$ cat src/hdl/fssp_pkg.sv
// Shared constants and types for the fair-share stream picker.
package fssp_pkg;

   localparam int NUM_STREAMS = 4;
   localparam int STREAM_W    = 2;
   localparam int USAGE_W     = 32;
   localparam int TIME_W      = 32;
   localparam int BACKOFF_W   = 16;
   localparam int CSR_IDX_W   = 3;
   localparam int CSR_DATA_W  = 32;

   localparam logic [STREAM_W-1:0]  LAST_STREAM = STREAM_W'(NUM_STREAMS - 1);
   localparam logic [USAGE_W-1:0]   STRIDE_RESET = 32'd65536;
   localparam logic [USAGE_W-1:0]   LIMIT_RESET  = 32'd32768000;
   localparam logic [BACKOFF_W-1:0] BACKOFF_RESET = 16'd15;
   localparam logic [NUM_STREAMS-1:0] ENABLE_RESET = '1;

   // register indexes on the csr port
   typedef enum logic [CSR_IDX_W-1:0] {
      CSR_STRIDE_ZERO  = 3'd0,
      CSR_STRIDE_ONE   = 3'd1,
      CSR_STRIDE_TWO   = 3'd2,
      CSR_STRIDE_THREE = 3'd3,
      CSR_USAGE_LIMIT  = 3'd4,
      CSR_BACKOFF      = 3'd5,
      CSR_ENABLE       = 3'd6
   } csr_index_type;

   typedef enum logic [2:0] {
      ST_IDLE,
      ST_SCAN,
      ST_PICK,
      ST_SUM,
      ST_OVER,
      ST_LOWER,
      ST_STATUS,
      ST_DONE
   } state_type;

endpackage

$ cat src/hdl/fair_share_stream_picker_unit.sv
// Top level of the fair-share stream picker: sequencer around one shared compare/add unit.
//
// Usage:
//   req_ channel carries one word per request: the current time in seconds and a
//   mask of streams that have work. rsp_ channel returns exactly one word per
//   request: granted flag, granted stream index and the mask of paused streams.
//   csr_ port writes strides, usage limit, backoff and stream enables; write only
//   while no request is in flight.
// Timing:
//   One stream is visited per cycle: a search pass scans every stream once and then
//   decides, and each empty pick pauses that stream and starts another pass (at most
//   5 passes). A grant adds the usage sum and limit check and then the usage update
//   sweep over all streams; the paused-mask sweep follows, and then the result is
//   loaded into the result register once that register is free.
//   req_ready is high only while the sequencer is idle.
// Reset: usage and pause times clear to zero, registers take their default
//   values, no result is pending.
// Stall: the result register holds its word until rsp_ready; a new request may
//   be accepted meanwhile, and its result waits in the sequencer until the
//   register frees up.
module fair_share_stream_picker_unit (
   input  logic                               clock,
   input  logic                               reset,
   input  logic                               req_valid,
   output logic                               req_ready,
   input  logic [fssp_pkg::TIME_W-1:0]        req_now_seconds,
   input  logic [fssp_pkg::NUM_STREAMS-1:0]   req_has_work_mask,
   output logic                               rsp_valid,
   input  logic                               rsp_ready,
   output logic                               rsp_granted,
   output logic [fssp_pkg::STREAM_W-1:0]      rsp_stream_index,
   output logic [fssp_pkg::NUM_STREAMS-1:0]   rsp_paused_mask,
   input  logic                               csr_write_en,
   input  logic [fssp_pkg::CSR_IDX_W-1:0]     csr_index,
   input  logic [fssp_pkg::CSR_DATA_W-1:0]    csr_wdata
);

   localparam int N  = fssp_pkg::NUM_STREAMS;
   localparam int UW = fssp_pkg::USAGE_W;
   localparam int TW = fssp_pkg::TIME_W;
   localparam int SW = fssp_pkg::STREAM_W;

   fssp_pkg::state_type state_ff, state_in;

   // configuration
   logic [UW-1:0]                  stride_ff [N];
   logic [UW-1:0]                  limit_ff;
   logic [fssp_pkg::BACKOFF_W-1:0] backoff_ff;
   logic [N-1:0]                   enable_ff;

   // per-stream state
   logic [UW-1:0] usage_ff [N];
   logic [TW-1:0] pause_ff [N];

   // request context
   logic [TW-1:0] now_ff;
   logic [N-1:0]  work_ff;
   logic [N-1:0]  tried_ff;
   logic [N-1:0]  paused_ff;
   logic [SW-1:0] idx_ff;
   logic [SW-1:0] best_ff;
   logic          found_ff;
   logic [UW-1:0] best_usage_ff;
   logic          granted_ff;
   logic [UW:0]   sum_ff;
   logic [UW:0]   d_ff;
   logic          over_ff;

   // result register
   logic          rsp_valid_ff;
   logic          rsp_granted_ff;
   logic [SW-1:0] rsp_index_ff;
   logic [N-1:0]  rsp_paused_ff;

   logic          last_idx;
   logic          cur_paused;
   logic          cur_elig;
   logic          cur_better;
   logic [UW:0]   lower_v;
   logic [UW:0]   lower_in;
   logic          out_free;
   logic          load_rsp;

   assign last_idx   = (idx_ff == fssp_pkg::LAST_STREAM);
   assign cur_paused = (pause_ff[idx_ff] > now_ff);
   assign cur_elig   = enable_ff[idx_ff] & ~tried_ff[idx_ff] & ~cur_paused;
   // <= so that a tie goes to the later (higher) stream
   assign cur_better = ~found_ff | (usage_ff[idx_ff] <= best_usage_ff);
   assign out_free   = ~rsp_valid_ff | rsp_ready;

   always_comb begin
      lower_v = (idx_ff == best_ff) ? sum_ff : {1'b0, usage_ff[idx_ff]};
      if (over_ff && (lower_v > d_ff)) begin
         lower_in = lower_v - d_ff;
      end else begin
         lower_in = lower_v;
      end
   end

   // next state
   always_comb begin
      state_in = state_ff;
      case (state_ff)
         fssp_pkg::ST_IDLE: begin
            if (req_valid) state_in = fssp_pkg::ST_SCAN;
         end
         fssp_pkg::ST_SCAN: begin
            if (last_idx) state_in = fssp_pkg::ST_PICK;
         end
         fssp_pkg::ST_PICK: begin
            if (!found_ff) begin
               state_in = fssp_pkg::ST_STATUS;
            end else if (work_ff[best_ff]) begin
               state_in = fssp_pkg::ST_SUM;
            end else begin
               state_in = fssp_pkg::ST_SCAN;
            end
         end
         fssp_pkg::ST_SUM:    state_in = fssp_pkg::ST_OVER;
         fssp_pkg::ST_OVER:   state_in = fssp_pkg::ST_LOWER;
         fssp_pkg::ST_LOWER: begin
            if (last_idx) state_in = fssp_pkg::ST_STATUS;
         end
         fssp_pkg::ST_STATUS: begin
            if (last_idx) state_in = fssp_pkg::ST_DONE;
         end
         fssp_pkg::ST_DONE: begin
            if (out_free) state_in = fssp_pkg::ST_IDLE;
         end
         default: state_in = fssp_pkg::ST_IDLE;
      endcase
   end

   // outputs of the sequencer
   always_comb begin
      req_ready = 1'b0;
      load_rsp  = 1'b0;
      case (state_ff)
         fssp_pkg::ST_IDLE: req_ready = 1'b1;
         fssp_pkg::ST_DONE: load_rsp  = out_free;
         default: begin
            req_ready = 1'b0;
            load_rsp  = 1'b0;
         end
      endcase
   end

   always_ff @(posedge clock) begin
      if (reset) begin
         state_ff <= fssp_pkg::ST_IDLE;
      end else begin
         state_ff <= state_in;
      end
   end

   // configuration writes
   always_ff @(posedge clock) begin
      if (reset) begin
         for (int i = 0; i < N; i++) stride_ff[i] <= fssp_pkg::STRIDE_RESET;
         limit_ff   <= fssp_pkg::LIMIT_RESET;
         backoff_ff <= fssp_pkg::BACKOFF_RESET;
         enable_ff  <= fssp_pkg::ENABLE_RESET;
      end else if (csr_write_en) begin
         case (csr_index)
            fssp_pkg::CSR_STRIDE_ZERO:  stride_ff[0] <= csr_wdata[UW-1:0];
            fssp_pkg::CSR_STRIDE_ONE:   stride_ff[1] <= csr_wdata[UW-1:0];
            fssp_pkg::CSR_STRIDE_TWO:   stride_ff[2] <= csr_wdata[UW-1:0];
            fssp_pkg::CSR_STRIDE_THREE: stride_ff[3] <= csr_wdata[UW-1:0];
            fssp_pkg::CSR_USAGE_LIMIT:  limit_ff     <= csr_wdata[UW-1:0];
            fssp_pkg::CSR_BACKOFF:      backoff_ff   <= csr_wdata[fssp_pkg::BACKOFF_W-1:0];
            fssp_pkg::CSR_ENABLE:       enable_ff    <= csr_wdata[N-1:0];
            default: ;
         endcase
      end
   end

   // per-stream state: usage and pause time
   always_ff @(posedge clock) begin
      if (reset) begin
         for (int i = 0; i < N; i++) begin
            usage_ff[i] <= '0;
            pause_ff[i] <= '0;
         end
      end else begin
         if (state_ff == fssp_pkg::ST_PICK && found_ff && !work_ff[best_ff]) begin
            pause_ff[best_ff] <= now_ff + {{(TW-fssp_pkg::BACKOFF_W){1'b0}}, backoff_ff};
         end
         if (state_ff == fssp_pkg::ST_LOWER) begin
            usage_ff[idx_ff] <= lower_in[UW-1:0];
         end
      end
   end

   // request context and the shared compare/add unit
   always_ff @(posedge clock) begin
      if (reset) begin
         idx_ff     <= '0;
         found_ff   <= 1'b0;
         granted_ff <= 1'b0;
         tried_ff   <= '0;
      end else begin
         case (state_ff)
            fssp_pkg::ST_IDLE: begin
               if (req_valid) begin
                  now_ff     <= req_now_seconds;
                  work_ff    <= req_has_work_mask;
                  tried_ff   <= '0;
                  found_ff   <= 1'b0;
                  granted_ff <= 1'b0;
                  best_ff    <= '0;
                  idx_ff     <= '0;
               end
            end
            fssp_pkg::ST_SCAN: begin
               if (cur_elig && cur_better) begin
                  found_ff      <= 1'b1;
                  best_ff       <= idx_ff;
                  best_usage_ff <= usage_ff[idx_ff];
               end
               idx_ff <= idx_ff + 1'b1;
            end
            fssp_pkg::ST_PICK: begin
               idx_ff <= '0;
               if (found_ff && work_ff[best_ff]) begin
                  granted_ff <= 1'b1;
               end else if (found_ff) begin
                  tried_ff[best_ff] <= 1'b1;
                  found_ff          <= 1'b0;
               end
            end
            fssp_pkg::ST_SUM: begin
               sum_ff <= {1'b0, best_usage_ff} + {1'b0, stride_ff[best_ff]};
            end
            fssp_pkg::ST_OVER: begin
               d_ff    <= sum_ff - {1'b0, limit_ff};
               over_ff <= (sum_ff > {1'b0, limit_ff});
               idx_ff  <= '0;
            end
            fssp_pkg::ST_LOWER: begin
               idx_ff <= idx_ff + 1'b1;
            end
            fssp_pkg::ST_STATUS: begin
               paused_ff[idx_ff] <= cur_paused;
               idx_ff            <= idx_ff + 1'b1;
            end
            default: ;
         endcase
      end
   end

   // result register
   always_ff @(posedge clock) begin
      if (reset) begin
         rsp_valid_ff <= 1'b0;
      end else if (load_rsp) begin
         rsp_valid_ff <= 1'b1;
      end else if (rsp_ready) begin
         rsp_valid_ff <= 1'b0;
      end
   end

   always_ff @(posedge clock) begin
      if (load_rsp) begin
         rsp_granted_ff <= granted_ff;
         rsp_index_ff   <= granted_ff ? best_ff : '0;
         rsp_paused_ff  <= paused_ff;
      end
   end

   assign rsp_valid        = rsp_valid_ff;
   assign rsp_granted      = rsp_granted_ff;
   assign rsp_stream_index = rsp_index_ff;
   assign rsp_paused_mask  = rsp_paused_ff;

endmodule
$ cat config.mk
export PLATFORM = sky130hd
export DESIGN_NAME = fair_share_stream_picker_unit
export DESIGN_NICKNAME = d
export VERILOG_FILES = /design/src/hdl/fssp_pkg.sv /design/src/hdl/fair_share_stream_picker_unit.sv
export SDC_FILE = /design/constraint.sdc
export NUM_CORES = 1
export LEC_CHECK = 0
export ABC_CLOCK_PERIOD_IN_PS = 7700
export BUFFER_PORTS_ARGS = -buffer_cell sky130_fd_sc_hd__buf_4
export CAP_MARGIN = 10
export CORE_ASPECT_RATIO = 0.8
export CORE_MARGIN = 1
export CORE_UTILIZATION = 55
export DETAILED_ROUTE_END_ITERATION = 10
export GPL_TIMING_DRIVEN = 0
export PLACE_DENSITY_LB_ADDON = 0.25
export SYNTH_ARGS = -nofsm -noshare
export SYNTH_HDL_FRONTEND = slang
export SYNTH_SLANG_ARGS = --single-unit
$ cat constraint.sdc
create_clock -name clock -period 7.7 [get_ports clock]
set_input_delay 1.925 -clock clock [delete_from_list [all_inputs] [get_ports clock]]
set_output_delay 1.925 -clock clock [all_outputs]
set_load 0.01 [all_outputs]
==> impl_results.rst, run 1 <==
.. list-table::
   :header-rows: 1

   * - Metric
     - Value
   * - Initial detailed-routing violation count
     - 2,440
   * - Clock tree root driver cell
     - clkbuf_16
   * - Largest net degree at the start of global routing
     - 37
   * - Total nets after synthesis
     - slightly below 3,000
   * - Area occupied by multi-input gates
     - about 13,000 µm²
   * - Run status
     - completed
   * - Required time of the critical path
     - a little under 8000 ps
   * - Portion of the clock cycle consumed by the worst path in the final layout
     - between 80% and 90%
   * - Count of cells resized by post-cts repair
     - 0
   * - Worst r2r dst
     - best_usage_ff[21]$_DFFE_PP_
   * - Final Worst Setup Slack
     - 1530 ps
   * - Worst Max-Slew Pin Slew
     - 1010 ps
   * - Relative max-transition margin
     - roughly a third
   * - Buffer levels on the longest clock path
     - 3
   * - Combined flip-flop and latch cell area
     - ~17,000 µm²
   * - Setup repair after global routing missed its margin
     - false
   * - Clk_lat worst skew
     - approximately 630 ps
   * - Total Die Area
     - approximately 60,000 µm²
   * - Worst reg2reg path depth
     - 13
   * - Buffer count from post-CTS setup fixing
     - 0
   * - Top cell family by delay on the critical path
     - buffers and inverters
   * - Post-DP HPWL
     - between 60,000 and 70,000 µm
   * - Cell type with the largest total area after synthesis
     - edfxtp_1
   * - Power per cell area
     - approximately 290 nW/µm²
   * - Nature of the critical path startpoint
     - register
   * - Count of fill cells added during filler insertion
     - roughly 4,500
   * - Synth Register Bits
     - 600
   * - Sum of internal, switching and leakage power
     - between 10 and 15 mW
   * - Final net count
     - approximately 3,000
   * - Count of cell types in the netlist
     - 83
   * - Share of post-route cells with drive strength above 1
     - approximately an eighth
   * - Share of Yosys cell area claimed by the top area cell type
     - 50.5%
   * - Congestion Overflow GR
     - 0
   * - Critical path, cell by cell
     - clkbuf_1, clkbuf_1, clkbuf_1, mux4_2, ha_1, a21o_1, a21o_1, a21oi_1, o211ai_1, a221oi_1, a21oi_1, a31oi_1, and3_2
   * - Initial standard-cell utilization of the core
     - between 50% and 60%
   * - Final weighted congestion of routability-driven global placement
     - about 0.95
   * - Number of warnings printed during yosys synthesis
     - 0
   * - Standard-cell rows
     - 78
   * - Element type at the critical path end
     - register
   * - Die boundary width
     - 270 µm
   * - Largest vdd supply drop
     - ~0.2 mV
   * - Clock sink count
     - 600
   * - Sequential area share after synthesis
     - a little over half
   * - First-pass GRT wire length
     - 123,000 µm
   * - Peak per-stage delay on the critical path
     - 880 ps
   * - Num ports
     - 85
   * - Data arrival, critical path
     - around 6400 ps
   * - Height of the die
     - approximately 220 µm
   * - Area grow syn2layout
     - 12.2%
   * - Core region area
     - about 57,000 µm²
   * - Type of the most critical hold path
     - register to register
   * - Setup Slack @ Placement
     - ~1600 ps
   * - Initial antenna violation count
     - 2
   * - Number of hold buffers added after cts
     - 0
   * - Number of routed nets with antenna violations
     - 0
   * - Total via count in the routed design
     - around 22,000
   * - Routed length per instance
     - 22.5 µm
   * - CTS clk-pin slew, worst paths
     - around 60 ps
   * - Slowest cell on crit path
     - and3_2
   * - DRC errors left
     - 0
   * - Number of max-cap violations
     - 0
   * - Minimum clock period
     - a little over 6000 ps
   * - Ys async rst share
     - 0%
   * - Most Frequent Cell on Critical Path
     - clkbuf_1
   * - Reported leakage power
     - between 10 and 15 nW
   * - Highest fanout seen on the critical path
     - 32
   * - Number of H-tree levels
     - 2
   * - Vias in the first global route
     - between 20,000 and 25,000
   * - Cell area after synthesis
     - between 30,000 and 40,000 µm²
   * - Worst setup path class
     - register to register
   * - Buffer and inverter count on the worst path
     - 3
   * - Clock buffer count from CTS
     - between 50 and 60
   * - Worst-case register-to-register setup slack
     - 1530 ps
   * - Count of TritonRoute iterations in the first routing pass
     - 5
   * - Clock tree from TritonCTS
     - yes
   * - Hold Vio Cnt, Final
     - 0
   * - Final WL
     - ~80,000 µm
   * - Critical path depth
     - 13
   * - Setup-failing EPs final
     - 0
   * - Total global routing track utilization
     - 27.8%
   * - EDFF count, synth
     - 532
   * - Final-report max-slew violation count
     - 0
   * - Worst setup path endpoint
     - best_usage_ff[21]$_DFFE_PP_
   * - Total of buffers placed on input and output ports
     - 84
   * - Maximum clock rate
     - ~160 MHz
   * - Average footprint of a synthesized cell
     - approximately 12 µm²
   * - Vias per std cell
     - between 5 and 6
   * - Top_reg_cell synth
     - edfxtp_1
   * - Count of mapped cells out of synthesis
     - roughly 2,700
   * - Post-route clock skew
     - around 22 ps
   * - Top post-synthesis cells by area
     - edfxtp_1 50%, ha_1 7.2%, mux4_2 6.9%
   * - Fraction of the core area covered by cells at the end of the flow
     - a little over three fifths
[routing by layer]
layer  GRT usage (%)  vias up  share of wire, %  routed length [µm]
met5               0        -                 0                   0
met4            5.95        0               1.9                1540
met3            3.52       94               7.9                6470
met2            40.7      898                43               35300
met1            44.0    10650                47               38500
li1                -    10057                 -                   -
[cells in the final DEF (no fill, tap or decap), types with 21 or more instances in the layout]
cell,n
mux2_2,30
nand2b_1,21
clkbuf_1,95
and3_1,23
edfxtp_1,532
and2_1,134
mux4_2,97
a21oi_1,160
nor2_1,322
o21ai_0,42
xor2_1,30
xnor2_1,71
nor3_1,44
a21o_1,73
nand3_1,46
inv_1,179
ha_1,181
nand2_1,181
clkbuf_16,61
buf_4,88
nand4_1,34
o21ai_1,37
dfxtp_1,68
[kinds of logic (layout without fill, tap and decap cells)]
logic type | after synthesis | after routing | share of synthesized area, %
adder cells (fa/ha/maj) | 185 | 185 | 7.41
flip-flops | 600 | 600 | 54.8
AO/OA/AOI/OAI | 479 | 479 | 9.92
buffers and inverters | 287 | 497 | 3.59
multiplexers | 150 | 150 | 8.83
other | 0 | 3 | 0
AND/OR/NAND/NOR | 860 | 860 | 12.7
XOR/XNOR | 101 | 101 | 2.80
[sequential cells by signal, summed over array words and instances (netlist names), 2 cells and up, named ones only]
name	cells
rsp_paused_mask	4
stride_ff	128
paused_ff	4
backoff_ff	16
pause_ff	128
sum_ff	33
idx_ff	2
state_ff	3
now_ff	32
tried_ff	4
usage_ff	128
enable_ff	4
rsp_stream_index	2
best_ff	2
d_ff	33
best_usage_ff	32
limit_ff	32
work_ff	4
[where the power goes]
part / switching (mW) / internal (mW) / total [mW]
clock: 1.24 / 1.68 / 2.91
sequential: 0.0784 / 3.79 / 3.86
combinational: 2.03 / 1.34 / 3.38
[how the worst min path moves through the flow]
stage | from | endpoint | cells past startpoint
floorplan | paused_ff[0]$_DFFE_PP_ | rsp_paused_mask[0]$_DFFE_PP_ | 0
global placement | paused_ff[1]$_DFFE_PP_ | rsp_paused_mask[1]$_DFFE_PP_ | 0
detailed placement | paused_ff[2]$_DFFE_PP_ | rsp_paused_mask[2]$_DFFE_PP_ | 0
CTS | paused_ff[2]$_DFFE_PP_ | rsp_paused_mask[2]$_DFFE_PP_ | 0
global route | paused_ff[2]$_DFFE_PP_ | rsp_paused_mask[2]$_DFFE_PP_ | 0
finish | paused_ff[2]$_DFFE_PP_ | rsp_paused_mask[2]$_DFFE_PP_ | 0
[layout make-up]
| class | count | area share, % |
|---|---|---|
| antenna | 3 | 0.0211 |
| buffer | 106 | 1.28 |
| clock buffer | 82 | 4.60 |
| clock inverter | 28 | 0.821 |
| inverter | 181 | 1.91 |
| multi-input combinational | 1775 | 37.4 |
| sequential | 600 | 48.8 |
| tap | 760 | 2.68 |
| timing repair buffer | 100 | 2.50 |
[stage by stage]
| step | setup TNS, ps | area [µm²] | hold slack (ps) | std cells |
|---|---|---|---|---|
| 5_1_grt | 0 | 35500 | 429 | 3633 |
| 3_3_place_gp | -18440 | 33200 | 405 | 3506 |
| 6_report | 0 | 35500 | 423 | 3635 |
| 4_1_cts | 0 | 35500 | 426 | 3632 |
| 3_5_place_dp | 0 | 33600 | 411 | 3522 |
| 2_1_floorplan | 0 | 31600 | 400 | 2662 |
[cell usage after synthesis, drive strengths merged, types with 6 or more instances]
| cell | instances |
|---|---|
| o31ai | 10 |
| a21boi | 10 |
| o21a | 18 |
| o211ai | 18 |
| and2 | 134 |
| clkbuf | 77 |
| a211oi | 20 |
| nor3 | 45 |
| a21oi | 163 |
| nor2b | 20 |
| nand2 | 187 |
| and3 | 24 |
| nand3 | 46 |
| a21o | 74 |
| ha | 181 |
| a31oi | 14 |
| edfxtp | 532 |
| mux2i | 21 |
| mux2 | 32 |
| o21ai | 85 |
| nand4 | 34 |
| nor4 | 10 |
| a211o | 6 |
| xor2 | 30 |
| nand2b | 21 |
| inv | 181 |
| dfxtp | 68 |
| xnor2 | 71 |
| nor2 | 323 |
| o21bai | 18 |
| buf | 29 |
| mux4 | 97 |
[worst reg2reg max path: cells and delay by family (launching register included)]
family,cells,cell delay [ps]
AO/OA/AOI/OAI,7,1820
adder cells (fa/ha/maj),1,310
buffers and inverters,3,2010
multiplexers,1,420
AND/OR/NAND/NOR,1,880
flip-flops,1,320
Power figures use the tool's default switching activity.
==> run 2, diff against run 1 <==
--- a/config.mk
+++ b/config.mk
@@ -5,7 +5,7 @@
 export SDC_FILE = /design/constraint.sdc
 export NUM_CORES = 1
 export LEC_CHECK = 0
-export ABC_CLOCK_PERIOD_IN_PS = 7700
+export ABC_CLOCK_PERIOD_IN_PS = 5950
 export BUFFER_PORTS_ARGS = -buffer_cell sky130_fd_sc_hd__buf_4
 export CAP_MARGIN = 10
 export CORE_ASPECT_RATIO = 0.8
==> constraint.sdc (replaced) <==
create_clock -name clock -period 5.95 [get_ports clock]
set_input_delay 1.4875 -clock clock [delete_from_list [all_inputs] [get_ports clock]]
set_output_delay 1.4875 -clock clock [all_outputs]
set_load 0.01 [all_outputs]
==> run 2 against run 1 <==
Compared with the run above: final area rose by 0.61%; non-clock buffer count down 1; sequential power up 29%; power rose by 32%; die area unchanged; sequential share of layout area shrank 0.30 points; count of clock-buffer cells in the layout decreased by 11; register-to-register slack got worse by 1000 ps.
==> impl_results.rst, run 2 (synthesis results as in run 1) <==
.. list-table::
   :header-rows: 1

   * - Metric
     - Value
   * - Post-route clock skew
     - ~21 ps
   * - Setup-failing EPs final
     - 0
   * - Total Die Area
     - about 60,000 µm²
   * - Buffer count from post-CTS setup fixing
     - 0
   * - Data arrival, critical path
     - roughly 5700 ps
   * - Congestion Overflow GR
     - 0
   * - Leading registers by flop count
     - pause_ff: 128 flops, stride_ff: 128 flops, usage_ff: 128 flops
   * - Clock tree root driver cell
     - clkbuf_16
   * - Worst Max-Slew Pin Slew
     - roughly 1200 ps
   * - Worst r2r dst
     - best_usage_ff[23]$_DFFE_PP_
   * - Hold path start
     - paused_ff[0]$_DFFE_PP_
   * - Setup repair after global routing missed its margin
     - false
   * - Number of max-cap violations
     - 0
   * - Clock tree from TritonCTS
     - yes
   * - Total global routing track utilization
     - 27.9%
   * - Reported leakage power
     - 13.8 nW
   * - DRC errors left
     - 0
   * - Number of H-tree levels
     - 2
   * - Standard-cell rows
     - between 70 and 80
   * - Portion of the clock cycle consumed by the worst path in the final layout
     - 91.1%
   * - Final-report max-slew violation count
     - 0
   * - Initial detailed-routing violation count
     - between 2,000 and 3,000
   * - Final Instance Count excl. Fillers
     - ~3,600
   * - Maximum clock rate
     - 184 MHz
   * - Element type at the critical path end
     - register
   * - Total via count in the routed design
     - around 22,000
   * - Hold path depth
     - 0
   * - Power per cell area
     - between 300 and 400 nW/µm²
   * - Initial standard-cell utilization of the core
     - a little under three fifths
   * - Fraction of the core area covered by cells at the end of the flow
     - a little over three fifths
   * - Routed length per instance
     - around 22 µm
   * - Share of post-route cells with drive strength above 1
     - between 10% and 20%
   * - Largest net degree at the start of global routing
     - 37
   * - Run status
     - completed
   * - Leading cell type in the layout, fill and taps excluded
     - edfxtp_1
   * - Relative max-transition margin
     - ~22%
   * - Highest fanout seen on the critical path
     - 32
   * - Count of TritonRoute iterations in the first routing pass
     - 5
   * - Minimum clock period
     - around 5400 ps
   * - Number of routed nets with antenna violations
     - 0
   * - Hold Vio Cnt, Final
     - 0
   * - Final net count
     - roughly 3,000
   * - Capture endpoint of the worst hold path
     - rsp_paused_mask[0]$_DFFE_PP_
   * - Clock sink count
     - 600
   * - CTS clk-pin slew, worst paths
     - 70 ps
   * - Final Worst Setup Slack
     - around 530 ps
   * - Height of the die
     - 217 µm
   * - Clk_lat worst skew
     - around 640 ps
   * - Required time of the critical path
     - ~6200 ps
   * - Count of fill cells added during filler insertion
     - between 4,000 and 5,000
   * - Total of buffers placed on input and output ports
     - 84
   * - Final weighted congestion of routability-driven global placement
     - ~0.9
   * - Sum of internal, switching and leakage power
     - approximately 13 mW
   * - Type of the most critical hold path
     - register to register
   * - Worst reg2reg path depth
     - 13
   * - Worst-case register-to-register setup slack
     - between 500 and 600 ps
   * - Vias in the first global route
     - around 21,000
   * - Worst setup path class
     - register to register
   * - Nature of the critical path startpoint
     - register
   * - Vias per std cell
     - between 5 and 6
   * - Largest vdd supply drop
     - between 0.3 and 0.4 mV
   * - Final WL
     - about 82,000 µm
   * - Area grow syn2layout
     - 12.9%
   * - Core region area
     - approximately 57,000 µm²
   * - First-pass GRT wire length
     - 123,000 µm
   * - Instance count after placement with tap cells included
     - 3,521
   * - Setup Slack @ Placement
     - 54.1 ps
   * - Post-DP HPWL
     - about 60,000 µm
   * - Clock buffer count from CTS
     - 60
   * - Highest-count cells in the layout ignoring fill and taps
     - 532 x edfxtp_1, 322 x nor2_1, 181 x nand2_1, 181 x ha_1, 179 x inv_1
   * - Buffer levels on the longest clock path
     - 3
   * - Num ports
     - 85
   * - Initial antenna violation count
     - 4
   * - Die boundary width
     - around 270 µm
[run 2: cell type report]
| class | instances | area (µm²) | area share (%) |
|---|---|---|---|
| clock inverters | 42 | 514 | 1.44 |
| clock buffers | 71 | 1560 | 4.38 |
| inverters | 181 | 679 | 1.90 |
| plain buffers | 106 | 457 | 1.28 |
| diodes | 1 | 2.50 | 0.00700 |
| well taps | 760 | 951 | 2.66 |
| repair buffers | 99 | 945 | 2.64 |
| multi-input cells | 1775 | 13300 | 37.2 |
| flip-flops and latches | 600 | 17300 | 48.5 |
[run 2: worst max-delay path by stage]
| stage | startpoint | to | slack [ps] | cells after the start |
|---|---|---|---|---|
| 5_1_grt | register | best_usage_ff[17]$_DFFE_PP_ | 320 | 13 |
| 2_1_floorplan | reset | sum_ff[0]$_DFFE_PP_ | 1260 | 3 |
| 6_report | register | best_usage_ff[23]$_DFFE_PP_ | 530 | 13 |
| 3_5_place_dp | register | best_usage_ff[26]$_DFFE_PP_ | 50 | 13 |
| 4_1_cts | register | best_usage_ff[17]$_DFFE_PP_ | 60 | 13 |
| 3_3_place_gp | best_ff[0]$_DFFE_PP_ | pause_ff[3][4]$_DFFE_PP_ | -530 | 3 |
[run 2: through the flow]
stage	hold slack, ps	TNS [ps]	area (µm²)
after global routing	430	0	35700
after CTS	421	0	35700
final	424	0	35700
after detailed placement	406	0	33600
after global placement	406	-68150	33200
after floorplan	400	0	31600
[run 2: metal layers]
layer | GRT usage [%] | vias to the layer above | wire length (µm)
li1 | - | 10081 | -
met1 | 42.8 | 10537 | 36900
met2 | 40.4 | 950 | 34600
met3 | 5.72 | 106 | 8080
met4 | 7.34 | 0 | 1900
met5 | 0 | - | 0
[run 2: what timing repair did]
item / 4_1_cts / 5_1_grt
gates resized for setup: 0 / 4
setup endpoints to repair: 0 / 32
hold buffers: 0 / 0
[run 2: worst max-delay path: stages, from the launching register on]
cell      delay [ps]
dfxtp_1          310
clkbuf_1         520
clkbuf_2         530
buf_1            590
mux4_2           430
ha_1             320
a21o_1           180
a21o_1           180
a21oi_1          230
o211ai_1         130
a221oi_1         520
a21oi_1           70
a31oi_1          410
and3_4           600
[run 2: where the power goes]
part	switching, mW	leakage [nW]	internal (mW)
clock	1.65	0.996	2.36
combinational	2.64	7.05	1.75
sequential	0.0956	5.78	4.90
total	4.39	13.8	9.00
